### config.mk
export PLATFORM = sky130hd
export DESIGN_NAME = serial_flash_loader_command_engine
export DESIGN_NICKNAME = d
export VERILOG_FILES = /design/src/rtl/sfl_pkg.sv /design/src/rtl/sfl_front.sv /design/src/rtl/sfl_queue.sv /design/src/rtl/sfl_back.sv /design/src/rtl/serial_flash_loader_command_engine.sv
export SDC_FILE = /design/constraint.sdc
export NUM_CORES = 1
export LEC_CHECK = 0
export BUFFER_PORTS_ARGS = -buffer_cell sky130_fd_sc_hd__buf_2
export CAP_MARGIN = 25
export CORE_ASPECT_RATIO = 1.1
export CORE_MARGIN = 2
export CORE_UTILIZATION = 60
export CTS_BUF_LIST = sky130_fd_sc_hd__clkbuf_16
export DETAILED_ROUTE_END_ITERATION = 7
export GPL_ROUTABILITY_DRIVEN = 1
export PLACE_DENSITY = 0.78
export SETUP_SLACK_MARGIN = 0.05
export SLEW_MARGIN = 20
export SYNTH_ARGS = -nofsm -noshare
export SYNTH_HDL_FRONTEND = slang
export SYNTH_SLANG_ARGS = --single-unit
### constraint.sdc
create_clock -name clk -period 5.9 [get_ports clk]
set_input_delay 1.18 -clock clk [delete_from_list [all_inputs] [get_ports clk]]
set_output_delay 1.18 -clock clk [all_outputs]
set_load 0.01 [all_outputs]
### src/rtl/sfl_pkg.sv
// Shared types and constants for the serial flash loader command engine.
// No dependencies.
package sfl_pkg;

  localparam logic KIND_SERIAL = 1'b0;
  localparam logic KIND_REPLY  = 1'b1;

  localparam logic DEST_SERIAL = 1'b0;
  localparam logic DEST_FLASH  = 1'b1;

  localparam logic [2:0] OP_WREN   = 3'd0;
  localparam logic [2:0] OP_ERASE  = 3'd1;
  localparam logic [2:0] OP_PSTART = 3'd2;
  localparam logic [2:0] OP_PDATA  = 3'd3;
  localparam logic [2:0] OP_PEND   = 3'd4;
  localparam logic [2:0] OP_READ   = 3'd5;
  localparam logic [2:0] OP_BLANK  = 3'd6;
  localparam logic [2:0] OP_START  = 3'd7;

  localparam logic [7:0] BYTE_ACK        = 8'h55;
  localparam logic [7:0] BYTE_ERROR      = 8'hfe;
  localparam logic [7:0] BYTE_BLANK_FAIL = 8'hff;

  localparam logic [7:0] CMD_ERASE = 8'h10;
  localparam logic [7:0] CMD_LOAD  = 8'h11;
  localparam logic [7:0] CMD_START = 8'h12;
  localparam logic [7:0] CMD_BLANK = 8'h13;
  localparam logic [7:0] CMD_READ  = 8'h14;

  // Result slots of a job, in emission order
  localparam int SLOT_COUNT = 7;
  localparam logic [2:0] SLOT_PRE    = 3'd0;
  localparam logic [2:0] SLOT_WREN   = 3'd1;
  localparam logic [2:0] SLOT_PSTART = 3'd2;
  localparam logic [2:0] SLOT_PDATA  = 3'd3;
  localparam logic [2:0] SLOT_PEND   = 3'd4;
  localparam logic [2:0] SLOT_MISC   = 3'd5;
  localparam logic [2:0] SLOT_POST   = 3'd6;

  typedef struct packed {
    logic [SLOT_COUNT-1:0] mask;
    logic [7:0]            pre_byte;
    logic [7:0]            post_byte;
    logic [2:0]            misc_op;
    logic [15:0]           address;
    logic [7:0]            data;
  } sfl_job_t;

endpackage

### src/rtl/sfl_front.sv
// Command parser: accepts items, tracks loader state, builds result jobs.
// Depends on sfl_pkg.
module sfl_front (
  input  logic              clk,
  input  logic              rst,
  input  logic              item_valid,
  input  logic              kind,
  input  logic [7:0]        byte_value,
  input  logic              rx_error,
  input  logic              reply_blank,
  input  logic              queue_full,
  output logic              item_stall,
  output logic              push,
  output sfl_pkg::sfl_job_t job
);
  import sfl_pkg::*;

  localparam logic [3:0] PH_CMD    = 4'd0;
  localparam logic [3:0] PH_LSIZE  = 4'd1;
  localparam logic [3:0] PH_LLO    = 4'd2;
  localparam logic [3:0] PH_LHI    = 4'd3;
  localparam logic [3:0] PH_LDATA  = 4'd4;
  localparam logic [3:0] PH_RLO    = 4'd5;
  localparam logic [3:0] PH_RHI    = 4'd6;
  localparam logic [3:0] PH_WERASE = 4'd7;
  localparam logic [3:0] PH_WBLANK = 4'd8;
  localparam logic [3:0] PH_WREAD  = 4'd9;

  logic [3:0]  phase, phase_next;
  logic [7:0]  load_size, load_size_next;
  logic [15:0] load_address, load_address_next;
  logic [7:0]  bytes_taken, bytes_taken_next;
  logic        finished, finished_next;
  logic        accept;
  logic [15:0] full_address;
  logic [7:0]  taken_inc;

  assign item_stall   = queue_full;
  assign accept       = item_valid && !queue_full;
  assign full_address = {byte_value, load_address[7:0]};
  assign taken_inc    = bytes_taken + 8'd1;

  always_comb begin
    phase_next        = phase;
    load_size_next    = load_size;
    load_address_next = load_address;
    bytes_taken_next  = bytes_taken;
    finished_next     = finished;
    job               = '0;
    if (accept && !finished) begin
      if (kind == KIND_SERIAL) begin
        if (!rx_error) begin
          unique case (phase) inside
            PH_CMD: begin
              unique case (byte_value)
                CMD_ERASE: begin
                  job.mask[SLOT_WREN] = 1'b1;
                  job.mask[SLOT_MISC] = 1'b1;
                  job.misc_op         = OP_ERASE;
                  phase_next          = PH_WERASE;
                end
                CMD_LOAD: phase_next = PH_LSIZE;
                CMD_START: begin
                  job.mask[SLOT_PRE]  = 1'b1;
                  job.pre_byte        = BYTE_ACK;
                  job.mask[SLOT_MISC] = 1'b1;
                  job.misc_op         = OP_START;
                  finished_next       = 1'b1;
                end
                CMD_BLANK: begin
                  job.mask[SLOT_MISC] = 1'b1;
                  job.misc_op         = OP_BLANK;
                  phase_next          = PH_WBLANK;
                end
                CMD_READ: phase_next = PH_RLO;
                default: begin
                  job.mask[SLOT_PRE]  = 1'b1;
                  job.pre_byte        = BYTE_ERROR;
                  job.mask[SLOT_POST] = 1'b1;
                  job.post_byte       = byte_value;
                end
              endcase
            end
            PH_LSIZE: begin
              load_size_next = byte_value;
              phase_next     = PH_LLO;
            end
            PH_LLO, PH_RLO: begin
              load_address_next = {8'd0, byte_value};
              phase_next        = (phase == PH_LLO) ? PH_LHI : PH_RHI;
            end
            PH_LHI: begin
              load_address_next  = full_address;
              bytes_taken_next   = 8'd0;
              job.mask[SLOT_PRE] = 1'b1;
              job.pre_byte       = BYTE_ACK;
              if (load_size == 8'd0) begin
                job.mask[SLOT_WREN]   = 1'b1;
                job.mask[SLOT_PSTART] = 1'b1;
                job.address           = full_address;
                job.mask[SLOT_PEND]   = 1'b1;
                job.mask[SLOT_POST]   = 1'b1;
                job.post_byte         = BYTE_ACK;
                phase_next            = PH_CMD;
              end else begin
                phase_next = PH_LDATA;
              end
            end
            PH_LDATA: begin
              if (bytes_taken == 8'd0) begin
                job.mask[SLOT_WREN]   = 1'b1;
                job.mask[SLOT_PSTART] = 1'b1;
                job.address           = load_address;
              end
              job.mask[SLOT_PDATA] = 1'b1;
              job.data             = byte_value;
              bytes_taken_next     = taken_inc;
              if (taken_inc >= load_size) begin
                job.mask[SLOT_PEND] = 1'b1;
                job.mask[SLOT_POST] = 1'b1;
                job.post_byte       = BYTE_ACK;
                phase_next          = PH_CMD;
              end
            end
            PH_RHI: begin
              load_address_next   = full_address;
              job.mask[SLOT_PRE]  = 1'b1;
              job.pre_byte        = BYTE_ACK;
              job.mask[SLOT_MISC] = 1'b1;
              job.misc_op         = OP_READ;
              job.address         = full_address;
              phase_next          = PH_WREAD;
            end
            default: ;
          endcase
        end
      end else begin
        unique case (phase)
          PH_WERASE: begin
            job.mask[SLOT_PRE] = 1'b1;
            job.pre_byte       = BYTE_ACK;
            phase_next         = PH_CMD;
          end
          PH_WBLANK: begin
            job.mask[SLOT_PRE] = 1'b1;
            job.pre_byte       = reply_blank ? BYTE_ACK : BYTE_BLANK_FAIL;
            phase_next         = PH_CMD;
          end
          PH_WREAD: begin
            job.mask[SLOT_PRE] = 1'b1;
            job.pre_byte       = byte_value;
            phase_next         = PH_CMD;
          end
          default: ;
        endcase
      end
    end
  end

  assign push = accept && (job.mask != '0);

  always_ff @(posedge clk) begin
    if (rst) begin
      phase        <= PH_CMD;
      load_size    <= 8'd0;
      load_address <= 16'd0;
      bytes_taken  <= 8'd0;
      finished     <= 1'b0;
    end else begin
      phase        <= phase_next;
      load_size    <= load_size_next;
      load_address <= load_address_next;
      bytes_taken  <= bytes_taken_next;
      finished     <= finished_next;
    end
  end

endmodule

### src/rtl/sfl_queue.sv
// Short job queue between parser and result sequencer.
// Depends on sfl_pkg.
module sfl_queue #(
  parameter int DEPTH = 4
) (
  input  logic              clk,
  input  logic              rst,
  input  logic              push,
  input  sfl_pkg::sfl_job_t push_job,
  input  logic              pop,
  output logic              full,
  output logic              head_valid,
  output sfl_pkg::sfl_job_t head
);
  import sfl_pkg::*;

  localparam int PTR_W = $clog2(DEPTH);
  localparam int CNT_W = $clog2(DEPTH + 1);

  sfl_job_t         entries [DEPTH];
  logic [PTR_W-1:0] wr_ptr;
  logic [PTR_W-1:0] rd_ptr;
  logic [CNT_W-1:0] count;
  logic             do_push;
  logic             do_pop;

  assign full       = (count == CNT_W'(DEPTH));
  assign head_valid = (count != '0);
  assign head       = entries[rd_ptr];
  assign do_push    = push && !full;
  assign do_pop     = pop && head_valid;

  always_ff @(posedge clk) begin
    if (do_push) begin
      entries[wr_ptr] <= push_job;
    end
  end

  always_ff @(posedge clk) begin
    if (rst) begin
      wr_ptr <= '0;
      rd_ptr <= '0;
      count  <= '0;
    end else begin
      if (do_push) begin
        wr_ptr <= (wr_ptr == PTR_W'(DEPTH - 1)) ? '0 : wr_ptr + PTR_W'(1);
      end
      if (do_pop) begin
        rd_ptr <= (rd_ptr == PTR_W'(DEPTH - 1)) ? '0 : rd_ptr + PTR_W'(1);
      end
      count <= count + CNT_W'(do_push) - CNT_W'(do_pop);
    end
  end

endmodule

### src/rtl/sfl_back.sv
// Result sequencer: walks the slots of the head job, one result per cycle while
// the output is not stalled, into the output register. Depends on sfl_pkg.
module sfl_back (
  input  logic              clk,
  input  logic              rst,
  input  logic              head_valid,
  input  sfl_pkg::sfl_job_t head,
  output logic              pop,
  output logic              result_valid,
  input  logic              result_stall,
  output logic              dest,
  output logic [2:0]        flash_op,
  output logic [15:0]       flash_address,
  output logic [7:0]        data_byte,
  output logic              last
);
  import sfl_pkg::*;

  logic [SLOT_COUNT-1:0] done;
  logic [SLOT_COUNT-1:0] remaining;
  logic [SLOT_COUNT-1:0] sel;
  logic [2:0]            idx;
  logic                  is_last;
  logic                  load;
  logic                  r_dest;
  logic [2:0]            r_op;
  logic [15:0]           r_addr;
  logic [7:0]            r_data;

  assign remaining = head.mask & ~done;

  always_comb begin
    idx = SLOT_PRE;
    for (int i = SLOT_COUNT - 1; i >= 0; i--) begin
      if (remaining[i]) idx = 3'(i);
    end
  end

  assign sel     = SLOT_COUNT'(1) << idx;
  assign is_last = ((remaining & ~sel) == '0);
  assign load    = head_valid && (!result_valid || !result_stall);
  assign pop     = load && is_last;

  always_comb begin
    r_dest = DEST_FLASH;
    r_op   = OP_WREN;
    r_addr = 16'd0;
    r_data = 8'd0;
    unique case (idx)
      SLOT_PRE: begin
        r_dest = DEST_SERIAL;
        r_data = head.pre_byte;
      end
      SLOT_WREN:   r_op = OP_WREN;
      SLOT_PSTART: begin
        r_op   = OP_PSTART;
        r_addr = head.address;
      end
      SLOT_PDATA: begin
        r_op   = OP_PDATA;
        r_data = head.data;
      end
      SLOT_PEND: r_op = OP_PEND;
      SLOT_MISC: begin
        r_op   = head.misc_op;
        r_addr = (head.misc_op == OP_READ) ? head.address : 16'd0;
      end
      SLOT_POST: begin
        r_dest = DEST_SERIAL;
        r_data = head.post_byte;
      end
      default: r_dest = DEST_SERIAL;
    endcase
  end

  always_ff @(posedge clk) begin
    if (rst) begin
      done         <= '0;
      result_valid <= 1'b0;
    end else begin
      if (load) begin
        done         <= is_last ? '0 : (done | sel);
        result_valid <= 1'b1;
      end else if (!result_stall) begin
        result_valid <= 1'b0;
      end
    end
  end

  always_ff @(posedge clk) begin
    if (load) begin
      dest          <= r_dest;
      flash_op      <= r_op;
      flash_address <= r_addr;
      data_byte     <= r_data;
      last          <= is_last;
    end
  end

endmodule

### src/rtl/serial_flash_loader_command_engine.sv
// Top level of the serial flash loader command engine: parser, job queue
// and result sequencer. Depends on sfl_pkg, sfl_front, sfl_queue, sfl_back.
//
//   channel  handshake                    payload
//   item     item_valid / item_stall      kind, byte_value, rx_error, reply_blank
//   result   result_valid / result_stall  dest, flash_op, flash_address,
//                                         data_byte, last
//
// An item is taken every cycle while the job queue has room; it leaves at most
// one job. The sequencer emits one result per cycle while results are not stalled;
// a job holds 1 to 5 results. Jobs are queued; each result is then registered at the output.
// Reset clears parser state, the queue and the output register's valid.
// A stalled result holds the sequencer; the queue then fills and stalls items.
module serial_flash_loader_command_engine #(
  parameter int QUEUE_DEPTH = 4
) (
  input  logic        clk,
  input  logic        rst,
  input  logic        item_valid,
  output logic        item_stall,
  input  logic        kind,
  input  logic [7:0]  byte_value,
  input  logic        rx_error,
  input  logic        reply_blank,
  output logic        result_valid,
  input  logic        result_stall,
  output logic        dest,
  output logic [2:0]  flash_op,
  output logic [15:0] flash_address,
  output logic [7:0]  data_byte,
  output logic        last
);
  import sfl_pkg::*;

  sfl_job_t front_job;
  sfl_job_t head_job;
  logic     push;
  logic     pop;
  logic     queue_full;
  logic     head_valid;

  sfl_front u_front (
    .clk         (clk),
    .rst         (rst),
    .item_valid  (item_valid),
    .kind        (kind),
    .byte_value  (byte_value),
    .rx_error    (rx_error),
    .reply_blank (reply_blank),
    .queue_full  (queue_full),
    .item_stall  (item_stall),
    .push        (push),
    .job         (front_job)
  );

  sfl_queue #(
    .DEPTH (QUEUE_DEPTH)
  ) u_queue (
    .clk        (clk),
    .rst        (rst),
    .push       (push),
    .push_job   (front_job),
    .pop        (pop),
    .full       (queue_full),
    .head_valid (head_valid),
    .head       (head_job)
  );

  sfl_back u_back (
    .clk           (clk),
    .rst           (rst),
    .head_valid    (head_valid),
    .head          (head_job),
    .pop           (pop),
    .result_valid  (result_valid),
    .result_stall  (result_stall),
    .dest          (dest),
    .flash_op      (flash_op),
    .flash_address (flash_address),
    .data_byte     (data_byte),
    .last          (last)
  );

endmodule

After elaboration in Yosys (flattened, before gate mapping)
Memories as Yosys holds them, arrays and structs flattened. A register that Yosys moved wholly into a read port is not among the register bits.
Index checks and enable logic that the tools add are counted.

storage, ports and cells
  flip-flop bits (word level) = 81
  bits in writable memories = 200
  output and inout port bits = 31
  word-level logic and storage cells = 159
  memories = 1

memory list
  memory           words  bits a word  rd ports  clocked after memory_dff  wr ports  line             text
  u_queue.entries  4      50           1         1                         1         sfl_queue.sv:20  sfl_job_t entries [DEPTH];

cells by class
  $add $sub $neg = 5
  order comparisons = 1
  eq/ne operators = 29
  shift operators = 1
  mux-type cells = 63
  bitwise operators = 8
  reductions and logical operators = 35

operator list
  kind                                                  number
  two-way mux 50 bit                                    2
  case mux 16 bit (2 select lines)                      2
  two-way mux 16 bit                                    3
  case mux 16 bit (3 select lines)                      1
  case mux 8 bit (3 select lines)                       2
  equality test 8 x 5 -> 1 bit (second input constant)  5
  case mux 9 bit (2 select lines)                       2
  two-way mux 35 bit                                    1
  two-way mux 3 bit                                     9
  case mux 9 bit (3 select lines)                       1
  two-way mux 8 bit                                     3
  case mux 4 bit (6 select lines)                       1
  two-way mux 7 bit                                     3
  equality test 4 x 3 -> 1 bit (second input constant)  4
  logical NOT 8 bit                                     2
  two-way mux 4 bit                                     4
  case mux 4 bit (4 select lines)                       1
  case mux 8 bit (2 select lines)                       1
  equality test 3 bit (second input constant)           5
  bitwise AND 7 bit                                     2
  inverter 7 bit                                        2
  nonzero test 7 bit                                    2
  two-way mux 2 bit                                     6
  case mux 3 bit (4 select lines)                       1
  other kinds (40)                                      77

Logic depth before layout (Yosys ltp)
Gate-level depths: netlist of the first run.

  depth after elaboration = 17
  gate-level depth with buffers = 13

Modules after synthesis
A second synthesis of the first run with hierarchy kept.

unflattened totals
  cell total of the unflattened synthesis = 813
  area total of the unflattened synthesis = 12121.6 µm²

by module, submodules not included
  module     times used  cells each  area an instance (µm²)  sequential area each (µm²)
  sfl_queue  1           313         7688.6                  6185.9
  sfl_front  1           361         2680.1                  740.7
  sfl_back   1           139         1752.9                  1031.0

Worst setup path after synthesis of the first run
No wires, ideal clock.

  path kind = input -> register
  from = in result_stall
  to = reg u_queue.count[1]
  setup time = 0.127 ns
  arrival = 4.521 ns
  data required time = 5.773 ns
  setup slack = 1.252 ns
  cell stages on the path = 8
  buffers on the path = 0
  cells stage by stage = a21oi_1 -> inv_1 -> nor3_4 -> ha_1 -> inv_1 -> ha_1 -> fa_1 -> nor2b_1

on the way
  longest elaborated chain between the ends = 6

RTL lines
  element                    line                                      text
  from (decl)                serial_flash_loader_command_engine.sv:26  input logic result_stall,
  logical NOT 1 bit          sfl_back.sv:41                            assign load = head_valid && (!result_valid || !result_stall);
  logical OR 1 bit           sfl_back.sv:41
  logical AND 1 bit          sfl_back.sv:41
  logical AND 1 bit          sfl_back.sv:42                            assign pop = load && is_last;
  logical AND 1 bit          sfl_queue.sv:31                           assign do_pop = pop && head_valid;
  subtractor 3 x 1 -> 3 bit  sfl_queue.sv:51                           count <= count + CNT_W'(do_push) - CNT_W'(do_pop);
  to (signal assigned)       sfl_queue.sv:51
  to (decl)                  sfl_queue.sv:23                           logic [CNT_W-1:0] count;

No other way between the ends.
A chain may end at the register's enable or synchronous reset.

Final worst setup path of the first run
  from = reg u_front.phase[3]
  to = mem u_queue.entries[0][15] in the netlist's numbering, enable pin

on the way
  longest elaborated chain between the ends = 11
  elaborated cells on any way between the ends = 25

RTL lines
  element                                                                                        line              text
  from (decl)                                                                                    sfl_front.sv:29   logic [3:0] phase, phase_next;
  from (signal assigned)                                                                         sfl_front.sv:170  phase <= phase_next;
  equality test 4 x 3 -> 1 bit (no line) / equality test 4 x 2 -> 1 bit (equally long branches)  --
  OR reduction 2 bit (no line)                                                                   --
  case mux 9 bit (2 select lines)                                                                sfl_front.sv:53   unique case (phase) inside
  two-way mux 50 bit                                                                             sfl_front.sv:52   if (!rx_error) begin
  two-way mux 9 bit                                                                              sfl_front.sv:51   if (kind == KIND_SERIAL) begin
  two-way mux 50 bit (*)                                                                         sfl_front.sv:50   if (accept && !finished) begin
  nonzero test 7 bit (*)                                                                         sfl_front.sv:160  assign push = accept && (job.mask != '0);
  logical AND 1 bit (*)                                                                          sfl_front.sv:160
  logical AND 1 bit (*)                                                                          sfl_queue.sv:30   assign do_push = push && !full;
  via u_queue.do_push                                                                            sfl_queue.sv:24   logic do_push;
  two-way mux 1 bit (*)                                                                          sfl_queue.sv:34   if (do_push) begin
  two-way mux 1 bit (not written as such) (*)                                                    sfl_queue.sv:35   entries[wr_ptr] <= push_job;
  to (decl)                                                                                      sfl_queue.sv:20

The timed path passes the listed nets; every way through them passes the cells marked *.

==> results of run 1 <==
[metal layers]
layer	vias up	track usage, %	wire length [um]
li1	3215	-	-
met1	3673	34.7	10900
met2	347	43.8	13800
met3	61	4.02	1860
met4	0	10.3	988
met5	-	0	0
[critical path: stages, from the launching register on]
cell and delay (ns):
dfxtp_1 0.55, nor4b_2 0.98, nand3_1 0.38, nand2_1 0.23
o21ai_0 0.13, o211ai_2 0.23, and2_2 0.41, buf_4 0.57
[cell usage in the layout, fill, tap and decap left out, types with 11 or more instances in the layout]
master / Yosys / final
a21oi_1: 37 / 36
a22oi_1: 20 / 20
and2_1: 27 / 23
and3_1: 12 / 12
buf_2: 6 / 46
buf_4: 2 / 11
clkbuf_16: 0 / 28
dfxtp_1: 54 / 52
edfxtp_1: 229 / 229
ha_1: 17 / 17
inv_1: 47 / 54
mux2i_1: 14 / 14
mux4_2: 50 / 50
nand2_1: 28 / 28
nor2_1: 84 / 84
nor2b_1: 26 / 26
[metrics by stage]
stage	hold WS, ns	util [%]	cells	worst slack, ns
6_report	0.496	67.7	1144	2.04
5_1_grt	0.518	67.7	1144	1.82
4_1_cts	0.492	67.7	1143	2.08
3_5_place_dp	0.475	63.3	1093	1.78
3_3_place_gp	0.455	63.3	1093	1.83
2_1_floorplan	0.430	-	824	1.25
[power by group through the flow]
stage	clock, mW	combinational [mW]	sequential (mW)
global placement	0	0.705	2.47
floorplan	0	0.395	2.53
detailed placement	0	0.725	2.48
CTS	1.70	0.737	2.44
global route	1.78	0.784	2.46
finish	1.68	0.735	2.44
[cell families (layout without fill, tap and decap cells)]
| family | after synthesis | in the layout | share of synthesized area [%] |
|---|---|---|---|
| DFF | 283 | 283 | 66.3 |
| and+or+nand+nor | 237 | 237 | 10.3 |
| buffers and inverters | 86 | 154 | 2.87 |
| AOI/OAI and AO/OA | 127 | 127 | 7.40 |
| xor gates and xnor gates | 8 | 8 | 0.583 |
| adders and majority gates | 19 | 19 | 2.02 |
| muxes | 64 | 64 | 10.5 |
[registers in the layout, indices dropped and copies added (netlist names), 2 cells and up, named ones only]
name / flops
u_back.flash_op: 3
u_queue.entries: 200
u_front.bytes_taken: 8
u_front.phase: 4
u_queue.rd_ptr: 2
u_back.data_byte: 8
u_queue.count: 3
u_back.done: 7
u_front.load_address: 16
u_front.load_size: 8
u_back.flash_address: 16
u_queue.wr_ptr: 2
[how the worst min path moves through the flow]
| stage | to | cells after the start |
|---|---|---|
| floorplan | u_front.finished | 2 |
| global placement | u_back.done[1] | 2 |
| detailed placement | u_back.done[6] | 2 |
| CTS | u_back.done[4] | 2 |
| global route | u_front.load_address[6] | 2 |
| finish | u_front.load_address[6] | 2 |
[cell type report]
class / count / area [um2] / share of cell area (%)
Tap cell: 252 / 315 / 2.36
Clock buffer: 28 / 701 / 5.24
Inverter: 47 / 176 / 1.32
Timing Repair Buffer: 57 / 313 / 2.34
Sequential cell: 283 / 7960 / 59.6
Clock inverter: 22 / 163 / 1.22
Multi-Input combinational cell: 455 / 3730 / 27.9
==> metrics, run 1 <==
sw frac 26.1%; vias in the first global route 7,294; WS Path Type reg2reg; Synth cell types 72; crit path DAT 4.05 ns; reg-to-reg startpoint u_front.phase[3]; Total Routed Length 27,500 um; Synth top area share 57.3%; Mean Syn Cell Area 14.6 um2; final hold vios 0; Placement Cell Area 12,500 um2; die extent in x 139 um; Final nets 905; root buffer cell clkbuf_16; Setup TNS 0 ns; Required @ worst endpoint 6.08 ns; initial antenna violation count 0; yosys warns 0; worst-margin pin slew 1.02 ns; largest net degree at the start of global routing 51; P_int 3.59 mW; ANT cells 0; async set or reset register ratio after synthesis 0%; worst-path fanout max 40; fin crit period 3.86 ns; post-CTS setup buffer count 0; worst vdd ir 0.364 mV; area delta synth->final 11.2%; post-CTS sizing 0; Tightest Hold Check Type reg2reg; count leader, synth edfxtp_1; Critical Path End Type flop; R2R Path End u_queue.entries[0][15]; Worst Setup EP u_queue.entries[0][15]; flops & latches, synth 283; Starting Density 60.9%; Overall Global Routing Usage 26.1%; Max-cap violations 0; Fill cells 1,331; cell area after layout 13,400 um2; TritonCTS clock tree built; Clock Latency Late Sink 0.55 ns; die area 21,200 um2; cells after synthesis 824; cell count of the worst reg-to-reg path 7; I/O Buffers 45; Clock Path Buffers 3; Antenna Nets Post-Route 0; TritonCTS Buffers 28; Post-synth top flop edfxtp_1; # clock sinks 283; Placeable Area 19,700 um2; syn nets 857; leading area contributor after synthesis edfxtp_1; sequential power share 50.2%; Final GP Congestion 0.952; critical hold path startpoint u_front.load_address[6]; first-pass GRT wire length 42,300 um; r2r setup slk 2.04 ns; top cells by count, synth edfxtp_1 (229), nor2_1 (84), dfxtp_1 (54), mux4_2 (50), inv_1 (47); critical path launch point type flop; per-cell routed wire length 24.1 um; H-tree depth 1; synthesized cell area 12,000 um2; clock power share 34.6%; # hold bufs at CTS 0; # DRC 0; Post-synth EDFFs 229; Clock Pin Slew Worst Setup and Hold Paths 0.06 ns; die height 152 um; Max-slew headroom 31.8%; status complete, no violations; fmax 0.259 GHz; gr ovfl total 0; Power, Total 4.86 mW; final period utilization 65.5%; standby leakage power 4.65 nW; max-slew violation count 0; P per Cell Area 364 nW/um2; via/cell ratio 6.38; switching power 1.27 mW; RSZ-0062 raised after global routing false; Final Skew 0.0124 ns; Final HPWL DP 17,700 um; register area share after synthesis 66.3%; number of I/O pins 46; layout cells sized above 1 18.5%; Core Rows 54; drt first-iter violations 766; DR pass1 iterations 5; Comb power frac 15.1%; setup violators final 0; top cells by area, synth edfxtp_1 (57%), mux4_2 (9.4%), dfxtp_1 (9.0%), nor2_1 (2.6%), ha_1 (1.8%); origin of the worst setup path u_front.phase[3]; via count 7,296
Note: power is estimated with default switching activity, not from simulation.
==> inputs of run 2 (changes only) <==
--- a/config.mk
+++ b/config.mk
@@ -5,15 +5,16 @@
 export SDC_FILE = /design/constraint.sdc
 export NUM_CORES = 1
 export LEC_CHECK = 0
+export ABC_AREA = 1
 export BUFFER_PORTS_ARGS = -buffer_cell sky130_fd_sc_hd__buf_2
 export CAP_MARGIN = 25
 export CORE_ASPECT_RATIO = 1.1
 export CORE_MARGIN = 2
-export CORE_UTILIZATION = 60
+export CORE_UTILIZATION = 56
 export CTS_BUF_LIST = sky130_fd_sc_hd__clkbuf_16
 export DETAILED_ROUTE_END_ITERATION = 7
 export GPL_ROUTABILITY_DRIVEN = 1
-export PLACE_DENSITY = 0.78
+export PLACE_DENSITY = 0.76
 export SETUP_SLACK_MARGIN = 0.05
 export SLEW_MARGIN = 20
 export SYNTH_ARGS = -nofsm -noshare
==> constraint.sdc (replaced) <==
create_clock -name clk -period 3.4 [get_ports clk]
set_input_delay 0.68 -clock clk [delete_from_list [all_inputs] [get_ports clk]]
set_output_delay 0.68 -clock clk [all_outputs]
set_load 0.01 [all_outputs]
==> run 2 against run 1 <==
Compared with the run above: non-clock buffer count rose by 18; area after synthesis rose by 1.8%; count of clock-buffer cells in the layout rose by 2; design area rose by 4.1%; register-to-register slack got worse by 1.7 ns; sequential power rose by 80%; critical path depth rose by 14; combinational power rose to 2.8 times the previous value; via count rose by 19%; die area rose by 8.8%; wire length fell by 1.1%; highest routed layer unchanged.
==> metrics, run 2 <==
worst-margin pin slew 0.775 ns; Post-synth top flop edfxtp_1; Final Util 65.1%; via/cell ratio 5.57; CP Cell Sequence buf_8 -> nand3_1 -> nand2_1 -> nand2_1 -> nand3_1 -> nand2_1 -> inv_1 -> nor2_2 -> nand2_1 -> nand2_1 -> nand2_1 -> inv_1 -> nand3_4 -> inv_1 -> ha_1 -> inv_1 -> ha_1 -> fa_1 -> inv_1 -> o21ai_0 -> a21oi_1; P per Cell Area 681 nW/um2; I/O Buffers 45; Fill cells 1,667; TritonCTS Buffers 28; Worst Hold End u_front.load_address[12]; Total Routed Length 27,200 um; cell count of the worst reg-to-reg path 21; Final HPWL DP 17,700 um; area delta synth->final 13.7%; Synth cell types 47; Mean Syn Cell Area 10.4 um2; Synth top area share 56.2%; max-slew violation count 0; Sequential cell area 7960 um2; multi-input logic area 3570 um2; # clock sinks 283; r2r setup slk 0.34 ns; critical path launch point type flop; via count 8,668; hold depth 3; TritonCTS clock tree built; H-tree depth 1; DR pass1 iterations 5; Max-cap violations 0; largest net degree at the start of global routing 74; vias in the first global route 8,378; crit path DAT 3.54 ns; ANT cells 0; yosys warns 0; Final nets 1,276; Clock Pin Slew Worst Setup and Hold Paths 0.07 ns; cell area after layout 13,900 um2; worst path bufs/invs 6; RSZ-0062 raised after global routing false; most common cell after layout, fill and taps aside nand2_1; Most flops, register u_queue.entries; Overall Global Routing Usage 24.4%; register area share after synthesis 65.1%; # hold bufs at CTS 0; Antenna Nets Post-Route 0; Max-slew headroom 48.3%; slowest CP cell dfxtp_1; async set or reset register ratio after synthesis 0%; critical path's largest stage delay 0.40 ns; flops & latches, synth 283; fin crit period 3.06 ns; die extent in x 145 um; die height 159 um; final hold vios 0; Final GP Congestion 0.930; synthesized cell area 12,200 um2; max reg flops 200; die area 23,000 um2; worst-path fanout max 16; top cells by area, synth edfxtp_1 (56%), dfxtp_1 (8.8%), nand2_1 (7.2%), inv_1 (4.3%), nor2_1 (3.7%); gr ovfl total 0; Power, Total 9.47 mW; fmax 0.327 GHz; worst vdd ir 0.428 mV; Post-synth EDFFs 229; layout cells sized above 1 12.3%; root buffer cell clkbuf_16; count leader, synth nand2_1; syn nets 1,211; Starting Density 57.2%; Clock Latency Late Sink 0.55 ns; # DRC 0; Placement Cell Area 13,000 um2; top flop regs u_queue.entries (200), u_back.flash_address (16), u_front.load_address (16); number of I/O pins 46; top cells by count, synth nand2_1 (236), edfxtp_1 (229), inv_1 (141), nor2_1 (121), a21oi_1 (86); Core Rows 56; WS Path Type reg2reg; setup violators final 0; final period utilization 90.0%; most frequent cells in the layout nand2_1 (236), edfxtp_1 (229), inv_1 (145), nor2_1 (116), a21oi_1 (86); Final Skew 0.0211 ns; R2R Path End u_queue.count[2]; first-pass GRT wire length 43,900 um; Clock Path Buffers 3; cells after synthesis 1,178; Critical Path End Type flop; Placeable Area 21,400 um2; standby leakage power 5.56 nW; Worst path top cell family by delay simple AND/OR/NAND/NOR gates; drt first-iter violations 876; leading area contributor after synthesis edfxtp_1; most frequent cell on the critical path nand2_1; hold slack final 0.427 ns; Setup TNS 0 ns; critical hold path startpoint byte_value[4]; Required @ worst endpoint 3.88 ns; Tightest Hold Check Type in2reg; initial antenna violation count 1; per-cell routed wire length 17.5 um; status complete, no violations
[run 2: repair_timing]
| item | in CTS | in global routing |
|---|---|---|
| gates resized for setup | 0 | 9 |
| hold endpoints to repair | 0 | 0 |
| setup buffers | 0 | 1 |
| endpoints found under the setup margin | 0 | 2 |
[run 2: metrics by stage]
stage          instances  setup slack, ns
6_report            1555            0.339
5_1_grt             1555           0.0495
4_1_cts             1554            0.245
3_5_place_dp        1502            0.220
3_3_place_gp        1502            0.308
2_1_floorplan       1178           -0.334
[run 2: worst max-delay path by stage]
stage	start	slack (ns)	cells after the start	endpoint
2_1_floorplan	byte_value[4]	-0.33	10	u_queue.entries[0][0]
3_3_place_gp	byte_value[4]	0.31	15	u_queue.count[2]
3_5_place_dp	byte_value[4]	0.22	15	u_queue.count[2]
4_1_cts	flop	0.24	20	u_queue.count[2]
5_1_grt	flop	0.05	24	u_queue.count[2]
6_report	flop	0.34	21	u_queue.count[2]
[run 2: where the power goes]
| group | internal [mW] | leakage (nW) | switching, mW | total (mW) |
|---|---|---|---|---|
| sequential | 4.29 | 2.59 | 0.116 | 4.40 |
| clock | 1.73 | 0.458 | 1.24 | 2.97 |
| combinational | 0.626 | 2.51 | 1.47 | 2.09 |
| total | 6.64 | 5.56 | 2.83 | 9.47 |
[run 2: worst reg2reg max path, cell delays in order (launching register included)]
cell and delay [ns]:
dfxtp_1 0.40, buf_8 0.20, nand3_1 0.12, nand2_1 0.08, nand2_1 0.12, nand3_1 0.18, nand2_1 0.09, inv_1 0.09
nor2_2 0.05, nand2_1 0.11, nand2_1 0.06, nand2_1 0.05, inv_1 0.07, nand3_4 0.10, inv_1 0.06, ha_1 0.27
inv_1 0.04, ha_1 0.21, fa_1 0.39, inv_1 0.08, o21ai_0 0.09, a21oi_1 0.15
[run 2: kinds of logic after synthesis]
family | synth area share (%)
simple gates | 16.0
flops | 65.1
compound gates | 10.4
buf+inv | 6.19
fa+ha+maj | 1.90
xor+xnor | 0.430
[run 2: final cells by class]
type	count	share of cell area [%]
clock buffer	30	5.40
clock inverter	22	1.03
inverter	150	4.10
multi-input combinational	705	25.6
sequential	283	57.3
tap	290	2.61
timing repair buffer	75	3.95
[run 2: layer usage]
layer  track usage, %  share of wire [%]  vias to the layer above
met2             39.7                 48                      344
li1                 -                  -                     4155
met5                0                  0                        -
met3             3.10                7.1                       53
met1             34.7                 42                     4116
met4             7.19                2.5                        0
==> inputs of run 3 (changes only) <==
--- a/config.mk
+++ b/config.mk
@@ -8,8 +8,7 @@
 export ABC_AREA = 1
 export BUFFER_PORTS_ARGS = -buffer_cell sky130_fd_sc_hd__buf_2
 export CAP_MARGIN = 25
-export CORE_ASPECT_RATIO = 1.1
-export CORE_MARGIN = 2
+export CORE_ASPECT_RATIO = 1.2
 export CORE_UTILIZATION = 56
 export CTS_BUF_LIST = sky130_fd_sc_hd__clkbuf_16
 export DETAILED_ROUTE_END_ITERATION = 7
==> run 3 against run 2 <==
Compared with the run above: design area fell by 1.3%; clock power fell by 12%; sequential power about the same; non-clock buffer count fell by 1; critical path type unchanged; critical path depth is 13 lower; clock skew decreased by 0.0098 ns; wire length down 0.36%.
==> metrics, run 3 (synthesis gave the netlist of run 2 again) <==
worst vdd ir 0.415 mV; final period utilization 90.8%; crit path DAT 3.46 ns; Final Skew 0.0113 ns; layout cells sized above 1 11.9%; hold slack final 0.449 ns; worst-margin pin slew 0.835 ns; initial antenna violation count 0; vias in the first global route 8,357; fmax 0.324 GHz; Max-slew headroom 44.4%; first-pass GRT wire length 42,400 um; top flop regs u_queue.entries (200), u_back.flash_address (16), u_front.load_address (16); area delta synth->final 12.3%; # clock sinks 283; Final HPWL DP 17,900 um; DR pass1 iterations 5; Final GP Congestion 0.917; worst-path fanout max 78; ANT cells 0; Critical Path End Type flop; Total Routed Length 27,100 um; dpl ws 0.117 ns; Clock Pin Slew Worst Setup and Hold Paths 0.06 ns; Sequential cell area 7960 um2; TritonCTS clock tree built; drt first-iter violations 750; Final nets 1,274; Antenna Nets Post-Route 0; most common cell after layout, fill and taps aside nand2_1; number of I/O pins 46; Most flops, register u_queue.entries; Core Rows 58; fin crit period 3.09 ns; die area 22,400 um2; gr ovfl total 0; Placement Cell Area 13,000 um2; post-CTS setup buffer count 0; final hold vios 0; Placeable Area 21,200 um2; P per Cell Area 661 nW/um2; fin worst setup slack 0.313 ns; cell area after layout 13,700 um2; max reg flops 200; I/O Buffers 45; status complete, no violations; H-tree depth 1; root buffer cell clkbuf_16; die height 164 um; Overall Global Routing Usage 24.9%; setup violators final 0; most frequent cells in the layout nand2_1 (235), edfxtp_1 (229), inv_1 (150), nor2_1 (117), a21oi_1 (86); Clock Path Buffers 3; multi-input logic area 3560 um2; largest net degree at the start of global routing 79; TritonCTS Buffers 27; Clock Latency Late Sink 0.53 ns; via/cell ratio 5.63; Required @ worst endpoint 3.78 ns; # DRC 0; Starting Density 57.7%; Max-cap violations 0; die extent in x 137 um; standby leakage power 5.51 nW; Fill cells 1,645; WS Path Type reg2reg; critical path launch point type flop; per-cell routed wire length 17.8 um; max-slew violation count 0; Tightest Hold Check Type in2reg; via count 8,606
-- run 3: changes by cell type in the layout (fill, tap and decap cells not counted), moves of 2 or more --
cell,delta
clkinv_1,-6
inv_1,+5
clkbuf_16,-3
bufinv_16,-2
-- run 3: final timing paths --
path / start / to / slack (ns) / cells after the start
worst max-delay path: flop / u_back.flash_address[14] / 0.31 / 8
worst min register to register: u_front.load_address[0] / u_front.load_address[0] / 0.46 / 2
worst max register to register: flop / u_back.flash_address[14] / 0.31 / 8
worst min-delay path: byte_value[4] / u_front.load_address[12] / 0.45 / 3
-- run 3: through the flow --
step / total power, mW / cells / setup TNS, ns / utilization, %
after global routing: 9.49 / 1528 / -0.00122 / 64.8
after global placement: 6.48 / 1482 / 0 / 61.1
after CTS: 9.11 / 1528 / 0 / 64.7
after floorplan: 5.79 / 1178 / -66.88 / -
final: 9.08 / 1528 / 0 / 64.8
after detailed placement: 6.53 / 1482 / 0 / 61.1
-- run 3: power breakdown --
group	switching [mW]	internal, mW
logic	1.45	0.617
clock network	1.18	1.42
registers	0.117	4.29
total	2.75	6.33
-- run 3: final cells by class --
| cell class | count | area share [%] |
|---|---|---|
| clock buffers | 27 | 4.92 |
| clock inverters | 19 | 0.583 |
| inverters | 150 | 4.16 |
| multi-input cells | 705 | 25.9 |
| flip-flops and latches | 283 | 58.0 |
| well taps | 270 | 2.46 |
| repair buffers | 74 | 3.96 |
-- run 3: repair_timing --
action                                  in CTS  in global routing
resized for setup                            0                  8
endpoints found under the setup margin       0                  2
hold endpoints to repair                     0                  0
hold buffers                                 0                  0
-- run 3: routing by layer --
metal	up-vias	routed length, um	global-route usage (%)
met4	0	868	10.3
li1	4133	-	-
met5	-	0	0
met2	305	13600	42.3
met1	4110	10900	31.8
met3	58	1780	3.80
-- run 3: critical path, cell delays in order (launching register included) --
cell and delay, ns:
dfxtp_4 0.39, buf_12 0.18, buf_4 0.63, o21ai_0 0.20, o22ai_1 0.37, nand2_2 0.13
o31ai_2 0.50, inv_2 0.31, nor2_2 0.17
